--- src/rtl/efphr_pkg.sv ---
// Shared constants and types for the ECG filter, peak and heart-rate block.
// No dependencies; imported by ecg_filter_peak_heart_rate.
`timescale 1ns / 1ps
`default_nettype none

package efphr_pkg;

    // Default datapath widths
    localparam int SAMPLE_WIDTH_DEF = 16;
    localparam int TIME_WIDTH_DEF   = 32;
    localparam int COUNT_WIDTH_DEF  = 24;

    // Fixed field and register widths
    localparam int ALPHA_W  = 9;
    localparam int THRESH_W = 16;
    localparam int RATE_W   = 16;
    localparam int CFG_DW   = 16;
    localparam int CFG_IW   = 1;
    localparam int SCALE_W  = 16;   // holds the 60000 beats-per-minute scale

    // Configuration register indexes
    localparam logic [CFG_IW-1:0] CFG_ALPHA  = 1'd0;
    localparam logic [CFG_IW-1:0] CFG_THRESH = 1'd1;

    // Reset values and arithmetic constants
    localparam logic [ALPHA_W-1:0] ALPHA_ONE   = 9'd256;
    localparam logic [ALPHA_W-1:0] ALPHA_RESET = 9'd128;
    localparam logic [SCALE_W-1:0] RATE_SCALE  = 16'd60000;
    localparam logic [RATE_W-1:0]  RATE_MAX    = 16'hFFFF;

    // Sequencer states
    typedef enum logic [7:0] {
        ST_IDLE = 8'b0000_0001,
        ST_MUL  = 8'b0000_0010,
        ST_ACC  = 8'b0000_0100,
        ST_PEAK = 8'b0000_1000,
        ST_NUM  = 8'b0001_0000,
        ST_DIV  = 8'b0010_0000,
        ST_FIN  = 8'b0100_0000,
        ST_OUT  = 8'b1000_0000
    } seq_state_t;

endpackage

`default_nettype wire

--- src/rtl/ecg_filter_peak_heart_rate.sv ---
// ECG low-pass filter, local-maximum peak detector and heart-rate estimator.
// Depends on efphr_pkg for widths, register indexes and the sequencer states.
//
//   channel | dir | handshake           | payload
//   s_      | in  | s_tvalid / s_tready | tdata: amplitude, time_ms; tuser: start_req
//   m_      | out | m_tvalid / m_tready | tdata: filtered, peak_time_ms, peak_count,
//           |     |                     |        heart_rate_bpm; tuser: peak_found
//   cfg_    | in  | cfg_wr_en           | cfg_wr_index, cfg_wr_data
//
// A sample without a new peak passes the multiply, accumulate and peak-test steps to the
// output register; a peak adds the numerator step, and a peak with a defined rate also
// runs the one-bit-per-cycle restoring divider and a final step that form the heart rate.
// s_tready rises the cycle after the output load.
// One shared multiplier does both filter products and the rate numerator.
// Reset (aresetn low, synchronous) clears the record and sets alpha 128, threshold 0.
// A held output beat stalls the sequencer in its last step; s_tready is high only idle.
`timescale 1ns / 1ps
`default_nettype none

module ecg_filter_peak_heart_rate #(
    parameter int SAMPLE_WIDTH = efphr_pkg::SAMPLE_WIDTH_DEF,
    parameter int TIME_WIDTH   = efphr_pkg::TIME_WIDTH_DEF,
    parameter int COUNT_WIDTH  = efphr_pkg::COUNT_WIDTH_DEF,
    parameter int S_DW = ((SAMPLE_WIDTH + TIME_WIDTH + 7) / 8) * 8,
    parameter int M_DW = ((SAMPLE_WIDTH + TIME_WIDTH + COUNT_WIDTH
                          + efphr_pkg::RATE_W + 7) / 8) * 8
) (
    input  wire logic                           aclk,
    input  wire logic                           aresetn,
    // input samples
    input  wire logic                           s_tvalid,
    output logic                                s_tready,
    input  wire logic [S_DW-1:0]                s_tdata,  // amplitude, time_ms, zero pad
    input  wire logic [0:0]                     s_tuser,  // start_req
    // results
    output logic                                m_tvalid,
    input  wire logic                           m_tready,
    output logic [M_DW-1:0]                     m_tdata,  // filtered, peak_time_ms,
                                                          // peak_count, heart_rate_bpm, pad
    output logic [0:0]                          m_tuser,  // peak_found
    // configuration writes
    input  wire logic                           cfg_wr_en,
    input  wire logic [efphr_pkg::CFG_IW-1:0]   cfg_wr_index,
    input  wire logic [efphr_pkg::CFG_DW-1:0]   cfg_wr_data
);
    import efphr_pkg::*;

    localparam int SW   = SAMPLE_WIDTH;
    localparam int TW   = TIME_WIDTH;
    localparam int CW   = COUNT_WIDTH;
    localparam int MBW  = ((SW > CW) ? SW : CW) + 1;     // shared multiplier operand B
    localparam int MAW  = SCALE_W + 1;                   // shared multiplier operand A
    localparam int PW   = MAW + MBW;                     // product and accumulator
    localparam int NUMW = SCALE_W + CW;                  // rate numerator
    localparam int DCW  = $clog2(NUMW + 1);
    localparam int CMPW = (SW > THRESH_W) ? SW : THRESH_W;

    // configuration registers
    logic [ALPHA_W-1:0]         alpha_reg;
    logic signed [THRESH_W-1:0] thresh_reg;

    // sequencer and item registers
    seq_state_t                 state_reg, state_next;
    logic signed [SW-1:0]       x_reg;
    logic [TW-1:0]              t_reg;
    logic signed [PW-1:0]       acc_reg;
    logic signed [SW-1:0]       y_reg;
    logic                       pk_reg;
    logic [TW-1:0]              pk_time_reg;

    // record state
    logic signed [SW-1:0]       last_filt_reg;
    logic signed [SW-1:0]       older_filt_reg;
    logic [TW-1:0]              last_time_reg;
    logic [1:0]                 seen_reg;
    logic [TW-1:0]              first_pk_reg;
    logic [TW-1:0]              latest_pk_reg;
    logic [CW-1:0]              cnt_reg;
    logic [RATE_W-1:0]          rate_reg;

    // divider registers
    logic [NUMW-1:0]            dvd_reg;
    logic [TW-1:0]              rem_reg;
    logic [TW-1:0]              span_reg;
    logic [DCW-1:0]             div_cnt_reg;

    // output registers
    logic                       out_valid_reg;
    logic signed [SW-1:0]       out_filt_reg;
    logic                       out_pk_reg;
    logic [TW-1:0]              out_ptime_reg;
    logic [CW-1:0]              out_cnt_reg;
    logic [RATE_W-1:0]          out_rate_reg;

    logic                       s_fire;
    logic                       out_load;
    logic [ALPHA_W-1:0]         alpha_sat;
    logic signed [MAW-1:0]      op_a;
    logic signed [MBW-1:0]      op_b;
    logic signed [PW-1:0]       prod;
    logic signed [PW-1:0]       sum;
    logic signed [PW-1:0]       y_wide;
    logic                       y_in_range;
    logic signed [SW-1:0]       y_sat;
    logic signed [CMPW-1:0]     last_cmp;
    logic signed [CMPW-1:0]     thresh_cmp;
    logic                       is_peak;
    logic [CW-1:0]              cnt_m1;
    logic                       rate_defined;
    logic [TW:0]                trial;
    logic [TW:0]                diff;
    logic                       q_bit;

    assign s_tready = (state_reg == ST_IDLE);
    assign s_fire   = s_tvalid && s_tready;
    assign out_load = (state_reg == ST_OUT) && (!out_valid_reg || m_tready);

    // Configuration registers: the user must write them only while idle; the block does not enforce it
    always_ff @(posedge aclk) begin
        if (!aresetn) begin
            alpha_reg  <= ALPHA_RESET;
            thresh_reg <= '0;
        end else if (cfg_wr_en) begin
            case (cfg_wr_index)
                CFG_ALPHA:  alpha_reg  <= cfg_wr_data[ALPHA_W-1:0];
                CFG_THRESH: thresh_reg <= $signed(cfg_wr_data[THRESH_W-1:0]);
                default:    ;
            endcase
        end
    end

    // Shared multiplier: alpha*x, then (1-alpha)*y_prev, then scale*(count-1)
    assign alpha_sat = (alpha_reg > ALPHA_ONE) ? ALPHA_ONE : alpha_reg;
    assign cnt_m1    = cnt_reg - CW'(1);

    always_comb begin
        case (state_reg)
            ST_ACC: begin
                op_a = $signed(MAW'(ALPHA_ONE - alpha_sat));
                op_b = MBW'(last_filt_reg);
            end
            ST_NUM: begin
                op_a = $signed(MAW'(RATE_SCALE));
                op_b = $signed({1'b0, (MBW-1)'(cnt_m1)});
            end
            default: begin
                op_a = $signed(MAW'(alpha_sat));
                op_b = MBW'(x_reg);
            end
        endcase
    end

    assign prod = op_a * op_b;

    // Filter rounding, arithmetic shift and clamp
    assign sum        = acc_reg + prod + PW'(128);
    assign y_wide     = sum >>> 8;
    assign y_in_range = (&y_wide[PW-1:SW-1]) || !(|y_wide[PW-1:SW-1]);
    assign y_sat      = y_in_range ? y_wide[SW-1:0]
                      : (y_wide[PW-1] ? $signed({1'b1, {(SW-1){1'b0}}})
                                      : $signed({1'b0, {(SW-1){1'b1}}}));

    // Peak test on the previous filtered sample
    assign last_cmp   = CMPW'(last_filt_reg);
    assign thresh_cmp = CMPW'(thresh_reg);
    assign is_peak    = (seen_reg >= 2'd2) && (last_filt_reg > older_filt_reg)
                     && (last_filt_reg > y_reg) && (last_cmp > thresh_cmp);

    assign rate_defined = (cnt_reg >= CW'(2)) && (latest_pk_reg > first_pk_reg);

    // Restoring divider step
    assign trial = {rem_reg, dvd_reg[NUMW-1]};
    assign diff  = trial - {1'b0, span_reg};
    assign q_bit = !diff[TW];

    // Next state
    always_comb begin
        state_next = state_reg;
        case (state_reg)
            ST_IDLE: if (s_fire) state_next = ST_MUL;
            ST_MUL:  state_next = ST_ACC;
            ST_ACC:  state_next = ST_PEAK;
            ST_PEAK: state_next = is_peak ? ST_NUM : ST_OUT;
            ST_NUM:  state_next = rate_defined ? ST_DIV : ST_OUT;
            ST_DIV:  if (div_cnt_reg == DCW'(1)) state_next = ST_FIN;
            ST_FIN:  state_next = ST_OUT;
            ST_OUT:  if (out_load) state_next = ST_IDLE;
            default: state_next = ST_IDLE;
        endcase
    end

    always_ff @(posedge aclk) begin
        if (!aresetn) begin
            state_reg <= ST_IDLE;
        end else begin
            state_reg <= state_next;
        end
    end

    // Record state: clear on reset or start beat, update after the peak test
    always_ff @(posedge aclk) begin
        if (!aresetn) begin
            last_filt_reg  <= '0;
            older_filt_reg <= '0;
            last_time_reg  <= '0;
            seen_reg       <= '0;
            first_pk_reg   <= '0;
            latest_pk_reg  <= '0;
            cnt_reg        <= '0;
            rate_reg       <= '0;
        end else begin
            case (state_reg)
                ST_IDLE: begin
                    if (s_fire && s_tuser[0]) begin
                        last_filt_reg  <= '0;
                        older_filt_reg <= '0;
                        last_time_reg  <= '0;
                        seen_reg       <= '0;
                        first_pk_reg   <= '0;
                        latest_pk_reg  <= '0;
                        cnt_reg        <= '0;
                        rate_reg       <= '0;
                    end
                end
                ST_PEAK: begin
                    older_filt_reg <= last_filt_reg;
                    last_filt_reg  <= y_reg;
                    last_time_reg  <= t_reg;
                    if (seen_reg < 2'd2) begin
                        seen_reg <= seen_reg + 2'd1;
                    end
                    if (is_peak) begin
                        if (cnt_reg == '0) begin
                            first_pk_reg <= last_time_reg;
                        end
                        latest_pk_reg <= last_time_reg;
                        if (cnt_reg != {CW{1'b1}}) begin
                            cnt_reg <= cnt_reg + CW'(1);
                        end
                    end
                end
                ST_NUM: begin
                    if (!rate_defined) begin
                        rate_reg <= '0;
                    end
                end
                ST_FIN: begin
                    rate_reg <= (|dvd_reg[NUMW-1:RATE_W]) ? RATE_MAX : dvd_reg[RATE_W-1:0];
                end
                default: ;
            endcase
        end
    end

    // Item datapath: capture, filter, peak flag, divider
    always_ff @(posedge aclk) begin
        case (state_reg)
            ST_IDLE: begin
                if (s_fire) begin
                    x_reg <= $signed(s_tdata[SW-1:0]);
                    t_reg <= s_tdata[SW+TW-1:SW];
                end
            end
            ST_MUL: acc_reg <= prod;
            ST_ACC: y_reg <= (seen_reg == 2'd0) ? x_reg : y_sat;
            ST_PEAK: begin
                pk_reg      <= is_peak;
                pk_time_reg <= is_peak ? last_time_reg : '0;
            end
            ST_NUM: begin
                dvd_reg     <= prod[NUMW-1:0];
                rem_reg     <= '0;
                span_reg    <= latest_pk_reg - first_pk_reg;
                div_cnt_reg <= DCW'(NUMW);
            end
            ST_DIV: begin
                if (q_bit) begin
                    rem_reg <= diff[TW-1:0];
                end else begin
                    rem_reg <= trial[TW-1:0];
                end
                dvd_reg     <= {dvd_reg[NUMW-2:0], q_bit};
                div_cnt_reg <= div_cnt_reg - DCW'(1);
            end
            default: ;
        endcase
    end

    // Output register: load the finished beat, drop valid when taken
    always_ff @(posedge aclk) begin
        if (!aresetn) begin
            out_valid_reg <= 1'b0;
        end else if (out_load) begin
            out_valid_reg <= 1'b1;
        end else if (m_tready) begin
            out_valid_reg <= 1'b0;
        end
    end

    always_ff @(posedge aclk) begin
        if (out_load) begin
            out_filt_reg  <= y_reg;
            out_pk_reg    <= pk_reg;
            out_ptime_reg <= pk_time_reg;
            out_cnt_reg   <= cnt_reg;
            out_rate_reg  <= rate_reg;
        end
    end

    assign m_tvalid = out_valid_reg;
    assign m_tuser  = out_pk_reg;
    assign m_tdata  = M_DW'({out_rate_reg, out_cnt_reg, out_ptime_reg, out_filt_reg});

`ifndef SYNTHESIS
    // A new result beat only appears from the output step
    a_out_from_seq: assert property (@(posedge aclk) disable iff (!aresetn)
        $rose(m_tvalid) |-> $past(state_reg == ST_OUT))
        else $error("result beat raised outside the output step");

    // A reported peak has been counted
    a_peak_counted: assert property (@(posedge aclk) disable iff (!aresetn)
        (m_tvalid && m_tuser[0]) |-> (out_cnt_reg != '0))
        else $error("peak reported with zero peak count");

    // A nonzero rate needs at least two peaks
    a_rate_two_peaks: assert property (@(posedge aclk) disable iff (!aresetn)
        (m_tvalid && (out_rate_reg != '0)) |-> (out_cnt_reg >= CW'(2)))
        else $error("heart rate reported with fewer than two peaks");

    // Divider remainder stays below the divisor
    a_div_rem: assert property (@(posedge aclk) disable iff (!aresetn)
        (state_reg == ST_DIV) |-> (rem_reg < span_reg))
        else $error("divider remainder not below divisor");
`endif

endmodule

`default_nettype wire

--- config.mk ---
export PLATFORM = sky130hd
export DESIGN_NAME = ecg_filter_peak_heart_rate
export DESIGN_NICKNAME = d
export VERILOG_FILES = /design/src/rtl/efphr_pkg.sv /design/src/rtl/ecg_filter_peak_heart_rate.sv
export SDC_FILE = /design/constraint.sdc
export NUM_CORES = 2
export LEC_CHECK = 0
export ABC_AREA = 1
export BUFFER_PORTS_ARGS = -buffer_cell sky130_fd_sc_hd__buf_2
export CORE_MARGIN = 4
export CORE_UTILIZATION = 60
export CTS_CLUSTER_DIAMETER = 30
export CTS_CLUSTER_SIZE = 16
export DETAILED_ROUTE_END_ITERATION = 8
export GPL_ROUTABILITY_DRIVEN = 0
export HOLD_SLACK_MARGIN = 0.1
export PLACE_DENSITY = 0.77
export SETUP_SLACK_MARGIN = 0.1
export SYNTH_ARGS = -nofsm -noshare
export SYNTH_HDL_FRONTEND = slang
export SYNTH_SLANG_ARGS = --single-unit
--- constraint.sdc ---
create_clock -name aclk -period 14.7 [get_ports aclk]
set_clock_uncertainty 0.05 [all_clocks]
set_input_delay 1.47 -clock aclk [delete_from_list [all_inputs] [get_ports aclk]]
set_output_delay 1.47 -clock aclk [all_outputs]
set_load 0.03 [all_outputs]
# Word level (Yosys, flattened, before mapping)
# Index checks and enable logic that the tools add are counted.
[word_totals] wordCells=134 latchBits=0 mem_bits_ro=0 out_inout_bits=91 in_bits=71 mem_bits_rw=0 ff_bits=542 memories=0
[classes] reduce_logical=31 n_lt_le_gt_ge=8 n_mux=38 multipliers=1 bitwise=1 n_eq_ne=19 n_shift=0 div=0 add_sub_neg=9
[op_table] cell="$pmux 32 s2" n=4
[op_table] cell="$mux 32" n=5
[op_table] cell="$mux 16" n=6
[op_table] cell="$pmux 40 s2" n=1
[op_table] cell="$mux 24" n=3
[op_table] cell="$pmux 16 s2" n=2
[op_table] cell="$pmux 8 s8" n=1
[op_table] cell="$pmux 25 s2" n=1
[op_table] cell="$gt 16x16->1" n=3
[op_table] cell="$pmux 16 s3" n=1
[op_table] cell="$pmux 24 s2" n=1
[op_table] cell="$add 42x42->42" n=1
[op_table] cell="$add 42x9->42 const B" n=1
[op_table] cell="$mul 17x25->42" n=1
[op_table] cell="$mux 8" n=5
[op_table] cell="$pmux 17 s2" n=1
[op_table] cell="$sub 33x32->33" n=1
[op_table] cell="$gt 32x32->1" n=1
[op_table] cell="$sub 32x32->32" n=1
[op_table] cell="$add 24x1->24 const B" n=1
[op_table] cell="$ge 24x2->1 const B" n=1
[op_table] cell="$logic_not 24->1" n=1
[op_table] cell="$ne 24x24->1 const B" n=1
[op_table] cell="$reduce_or 24->1" n=1
[op_table] cell="other kinds (35)" n=62

# Depth between registers and ports, before layout
[logic_depth] word_depth=12 ltp_mapped=67 depth_no_buf=65

# Worst setup path before layout
# No wires, ideal clock.
[synth_path] path_kind="flip-flop to flip-flop" start="register state_reg[2]" end="register y_reg[6] (data pin)" synth_period_minus_slack_ns=10.766 setup_ns=0.252 path_stages_with_launch=58 n_path_buf=3 required_time_ns=14.398 t_arrival_ns=10.463 setup_slack_ns=3.934 cell_sequence="dfxtp_1 > inv_2 > nand2_4 > nor2_8 > nand2_4 > inv_2 > clkbuf_1 > buf_1 > nand3_1 > nand2_1 > nand2_1 > fa_1 > inv_1 > fa_1 > inv_1 > fa_1 > inv_1 > fa_1 > [22 not listed] > nand2_1 > nor3_1 > inv_1 > nor4_1 > nand2_1 > nand2_1 > nand3_1 > nand2_1 > inv_1 > nand4_1 > nor2_1 > nand2_1 > nand2_4 > buf_8 > nand2_2 > nand2_1 > nand2_1 > nand2_1"
[synth_via] elab_chain_cells=10 elab_cells_between_ends=14 cone_classes="2 x add/sub; 1 x mul; 2 x eq/ne; 5 x mux; 4 x reduce/logical"
[synth_rtl] item="from (decl)" line="ecg_filter_peak_heart_rate.sv:63" source="seq_state_t state_reg, state_next;"
[synth_rtl] item="from (signal assigned)" line="ecg_filter_peak_heart_rate.sv:196" source="state_reg <= state_next;"
[synth_rtl] item="$eq 8x5->1 or $eq 8x3->1 (tied branches)" line="ecg_filter_peak_heart_rate.sv:137" source="case (state_reg)"
[synth_rtl] item="$pmux 17 s2 or $pmux 25 s2 (tied branches)" line="ecg_filter_peak_heart_rate.sv:137"
[synth_rtl] item="$mul 17x25->42 (*)" line="ecg_filter_peak_heart_rate.sv:153" source="assign prod = op_a * op_b;"
[synth_rtl] item="net prod[39]" line="ecg_filter_peak_heart_rate.sv:100" source="logic signed [PW-1:0] prod;"
[synth_rtl] item="$add 42x42->42 (*)" line="ecg_filter_peak_heart_rate.sv:156" source="assign sum = acc_reg + prod + PW'(128);"
[synth_rtl] item="$add 42x9->42 (*)" line="ecg_filter_peak_heart_rate.sv:156"
[synth_rtl] item="$reduce_or 19->1" line="ecg_filter_peak_heart_rate.sv:158" source="assign y_in_range = (&y_wide[PW-1:SW-1]) || !(|y_wide[PW-1:SW-1]);"
[synth_rtl] item="$logic_not 1->1" line="ecg_filter_peak_heart_rate.sv:158"
[synth_rtl] item="$logic_or 1x1->1" line="ecg_filter_peak_heart_rate.sv:158"
[synth_rtl] item="$mux 16 (*)" line="ecg_filter_peak_heart_rate.sv:159" source="assign y_sat = y_in_range ? y_wide[SW-1:0]"
[synth_rtl] item="$mux 16 (*)" line="ecg_filter_peak_heart_rate.sv:265" source="ST_ACC: y_reg <= (seen_reg == 2'd0) ? x_reg : y_sat;"
[synth_rtl] item="to (signal assigned)" line="ecg_filter_peak_heart_rate.sv:265"
[synth_rtl] item="to (decl)" line="ecg_filter_peak_heart_rate.sv:67" source="logic signed [SW-1:0] y_reg;"
# The timed path passes the listed nets; every way through them passes the cells marked *.
# A chain may end at the register's enable or synchronous reset.

# Worst setup path after layout
[layout_path] start="register state_reg[2]" end="register y_reg[8] (data pin)"
# Same word-level chain as after synthesis.

==> flow_metrics.py <==
metrics = {
    "clock_network": {
        "cts_resized": 0,
        "ctsHoldBuffers": 0,
        "cts.sink_count": 542,
        "cts_made_buffers": 98,
        "clockRootBuffer": "clkbuf_16",
        "clockBufferDepth": 3,
        "cts_max_level": 3,
        "insertion_delay_ns": 0.68,
        "clkTransAtPathRegs_ns": 0.05,
        "cts_tree": "built",
        "cts_setup_buffers": 0,
    },
    "drt": {
        "routed_wl_um": 108000,
        "routedWlPerCell_um": 17.7,
        "via_per_inst": 5.55,
        "drt_iter0_drc": 3015,
        "vias": 34101,
        "route.detailed.drc": 0,
        "drtAntennaViolNets": 0,
        "firstDrtPassIters": 6,
    },
    "grt": {
        "grtUsageTotal_pct": 28.7,
        "grt_max_degree": 79,
        "grt_pass1_vias": 33900,
        "grt_pass1_wl_um": 172000,
        "gr-total-overflow": 0,
        "antenna_found_initial": 1,
    },
    "synthesis": {
        "ys_seq_area_share_pct": 33.5,
        "synth-seq-cells": 542,
        "synthDistinctLibCells": 60,
        "ys.warnings.count": 0,
        "async_flop_share_pct": 0,
        "synth-edff-count": 338,
        "synth_area_sq_um": 42500,
        "postSynthCellCount": 4886,
        "synthFlopType": "edfxtp_1",
        "syn_area_per_cell_sq_um": 8.70,
    },
    "timing": {
        "period_minus_slack_ns": 12.67,
        "period_share_pct": 86.2,
        "rsz0062_at_grt": "false",
        "worst_pin_slew_ns": 1.15,
        "max_freq_mhz": 78.9,
        "finalHoldViolations": 0,
        "maxSlewViolCount": 0,
        "relSlewSlack_pct": 23.2,
        "final.setup.tns_ns": 0,
        "whs_ns": 0.357,
        "finalSetupViolations": 0,
    },
    "critical_path": {
        "required_ns": 15.04,
        "crit_type": "reg2reg",
        "rr_endpoint": "y_reg[8]$_DFFE_PN_",
        "endpoint_kind": "flop",
        "crit_fanout": 62,
        "cp_slowest_cell": "nor2_1",
        "start_kind": "flop",
        "crit_top_cell": "nand2_1",
        "cp_num_buf_inv": 12,
        "worstPathArrival_ns": 13.01,
        "cp_slowest_stage_delay_ns": 0.81,
        "r2r.worst_path.cells": 54,
        "r2r_slack_ns": 2.03,
        "path_delay_family": "simple AND/OR/NAND/NOR gates",
        "reg2reg_from": "state_reg[2]$_SDFFE_PN0P_",
    },
    "placed_design": {
        "place_inst": 5955,
        "port_buffers": 161,
        "dp_hpwl_um": 83000,
    },
    "min_path": {
        "worstHoldStart": "rate_reg[0]$_SDFFE_PN0P_",
        "hold_end": "out_rate_reg[0]$_DFFE_PP_",
        "hold_depth": 0,
        "min_path_type": "reg2reg",
    },
    "floorplanning": {
        "io-pin-count": 162,
        "initial_core_util_pct": 60.6,
        "core_region_area_sq_um": 70100,
        "die_w_um": 274,
        "die_h_um": 274,
        "num_rows": 97,
        "dieArea_sq_um": 75100,
    },
    "run": {
        "drv_cap": 0,
    },
    "final_layout": {
        "largest_reg_flops": 42,
        "fin_nets": 5897,
        "fin_cells": 6142,
        "syn2layout_area_growth_pct": 12.8,
        "fin_util_pct": 68.3,
        "drive_above_1_share_pct": 8.63,
    },
    "run_status": {
        "status": "complete, no violations",
    },
}
## worst reg2reg max path: cells and delay by family (launching register included)
kind	cells	cell delay [ns]
simple gates	28	4.35
fa+ha+maj	9	4.24
buf+inv	12	1.78
compound gates	4	1.33
flops	1	0.38
xor+xnor	1	0.27
## stage by stage
step / setup slack (ns) / cell area, sq um
2_1_floorplan: 3.93 / 42800
3_3_place_gp: 2.56 / 44500
3_5_place_dp: 2.34 / 44500
4_1_cts: 2.18 / 47900
5_1_grt: 1.24 / 47900
6_report: 2.03 / 47900
## cell type report
| type | instances | area (sq um) |
|---|---|---|
| diodes | 1 | 2.50 |
| well taps | 940 | 1180 |
| fillers | 5556 | 22200 |
| flip-flops and latches | 542 | 14200 |
| inverters | 918 | 3450 |
| multi-input cells | 3367 | 24600 |
| repair buffers | 188 | 1010 |
| clock buffers | 119 | 2660 |
| clock inverters | 67 | 808 |
## worst max-delay path by stage
stage	to	slack, ns	cells after the start	from
floorplan	y_reg[6]$_DFFE_PN_	3.93	57	state_reg[2]$_SDFFE_PN0P_
global placement	y_reg[1]$_DFFE_PN_	2.56	54	state_reg[2]$_SDFFE_PN0P_
detailed placement	y_reg[2]$_DFFE_PN_	2.34	54	state_reg[2]$_SDFFE_PN0P_
CTS	y_reg[8]$_DFFE_PN_	2.18	55	alpha_reg[5]$_SDFFE_PN0P_
global route	y_reg[4]$_DFFE_PN_	1.24	54	alpha_reg[5]$_SDFFE_PN0P_
finish	y_reg[8]$_DFFE_PN_	2.03	54	state_reg[2]$_SDFFE_PN0P_
## cells in the mapped netlist (5+ instances only)
cell | number | area [sq um]
nand3_1 | 122 | 611
a22oi_1 | 8 | 60.1
a221oi_1 | 5 | 43.8
fa_1 | 405 | 8110
dfxtp_1 | 204 | 4080
buf_2 | 14 | 70.1
inv_1 | 898 | 3370
inv_2 | 16 | 60.1
clkbuf_1 | 112 | 420
o21ai_1 | 14 | 70.1
nand4_1 | 48 | 300
nor2_1 | 567 | 2130
o211ai_1 | 6 | 45.0
a31oi_1 | 22 | 138
o21a_1 | 10 | 75.1
xor2_1 | 78 | 683
ha_1 | 306 | 3830
o221ai_1 | 7 | 61.3
and3_1 | 5 | 31.3
o21bai_1 | 13 | 97.6
or2_2 | 7 | 43.8
o21ai_0 | 220 | 1100
edfxtp_1 | 338 | 10100
nand2_2 | 30 | 188
xnor2_1 | 45 | 394
o31ai_1 | 5 | 37.5
nor3_1 | 49 | 245
a21oi_1 | 378 | 1890
a21o_1 | 14 | 105
nand2_1 | 814 | 3060
a211oi_1 | 23 | 173
nor4_1 | 23 | 144
nand2_4 | 9 | 101
buf_1 | 6 | 22.5
nand3b_1 | 9 | 67.6
## logic make-up after synthesis
family	share of synthesized area (%)
DFF	33.5
buffers and inverters	9.38
other	0.0177
adders and majority gates	28.1
xor gates and xnor gates	2.54
and+or+nand+nor	16.8
AOI/OAI and AO/OA	9.69
## layer usage
metal / global-route usage [%] / routed length [um] / vias up
met5: 0 / 0 / -
met4: 13.6 / 5830 / 0
met3: 3.91 / 6720 / 312
met2: 50.1 / 54500 / 1324
met1: 35.3 / 41400 / 16411
li1: - / - / 16054
## layout by cell type, fill, tap and decap left out, drive strengths merged, types with 126 or more instances in the layout
| master | instances |
|---|---|
| inv | 925 |
| nand2 | 853 |
| nor2 | 575 |
| fa | 405 |
| a21oi | 378 |
| edfxtp | 338 |
| ha | 306 |
| o21ai | 238 |
| dfxtp | 204 |
| buf | 188 |
| nand3 | 126 |
Power is left out: the tool's default activity adds up to more than one toggle a clock period on the data nets, which glitch-free logic cannot reach.
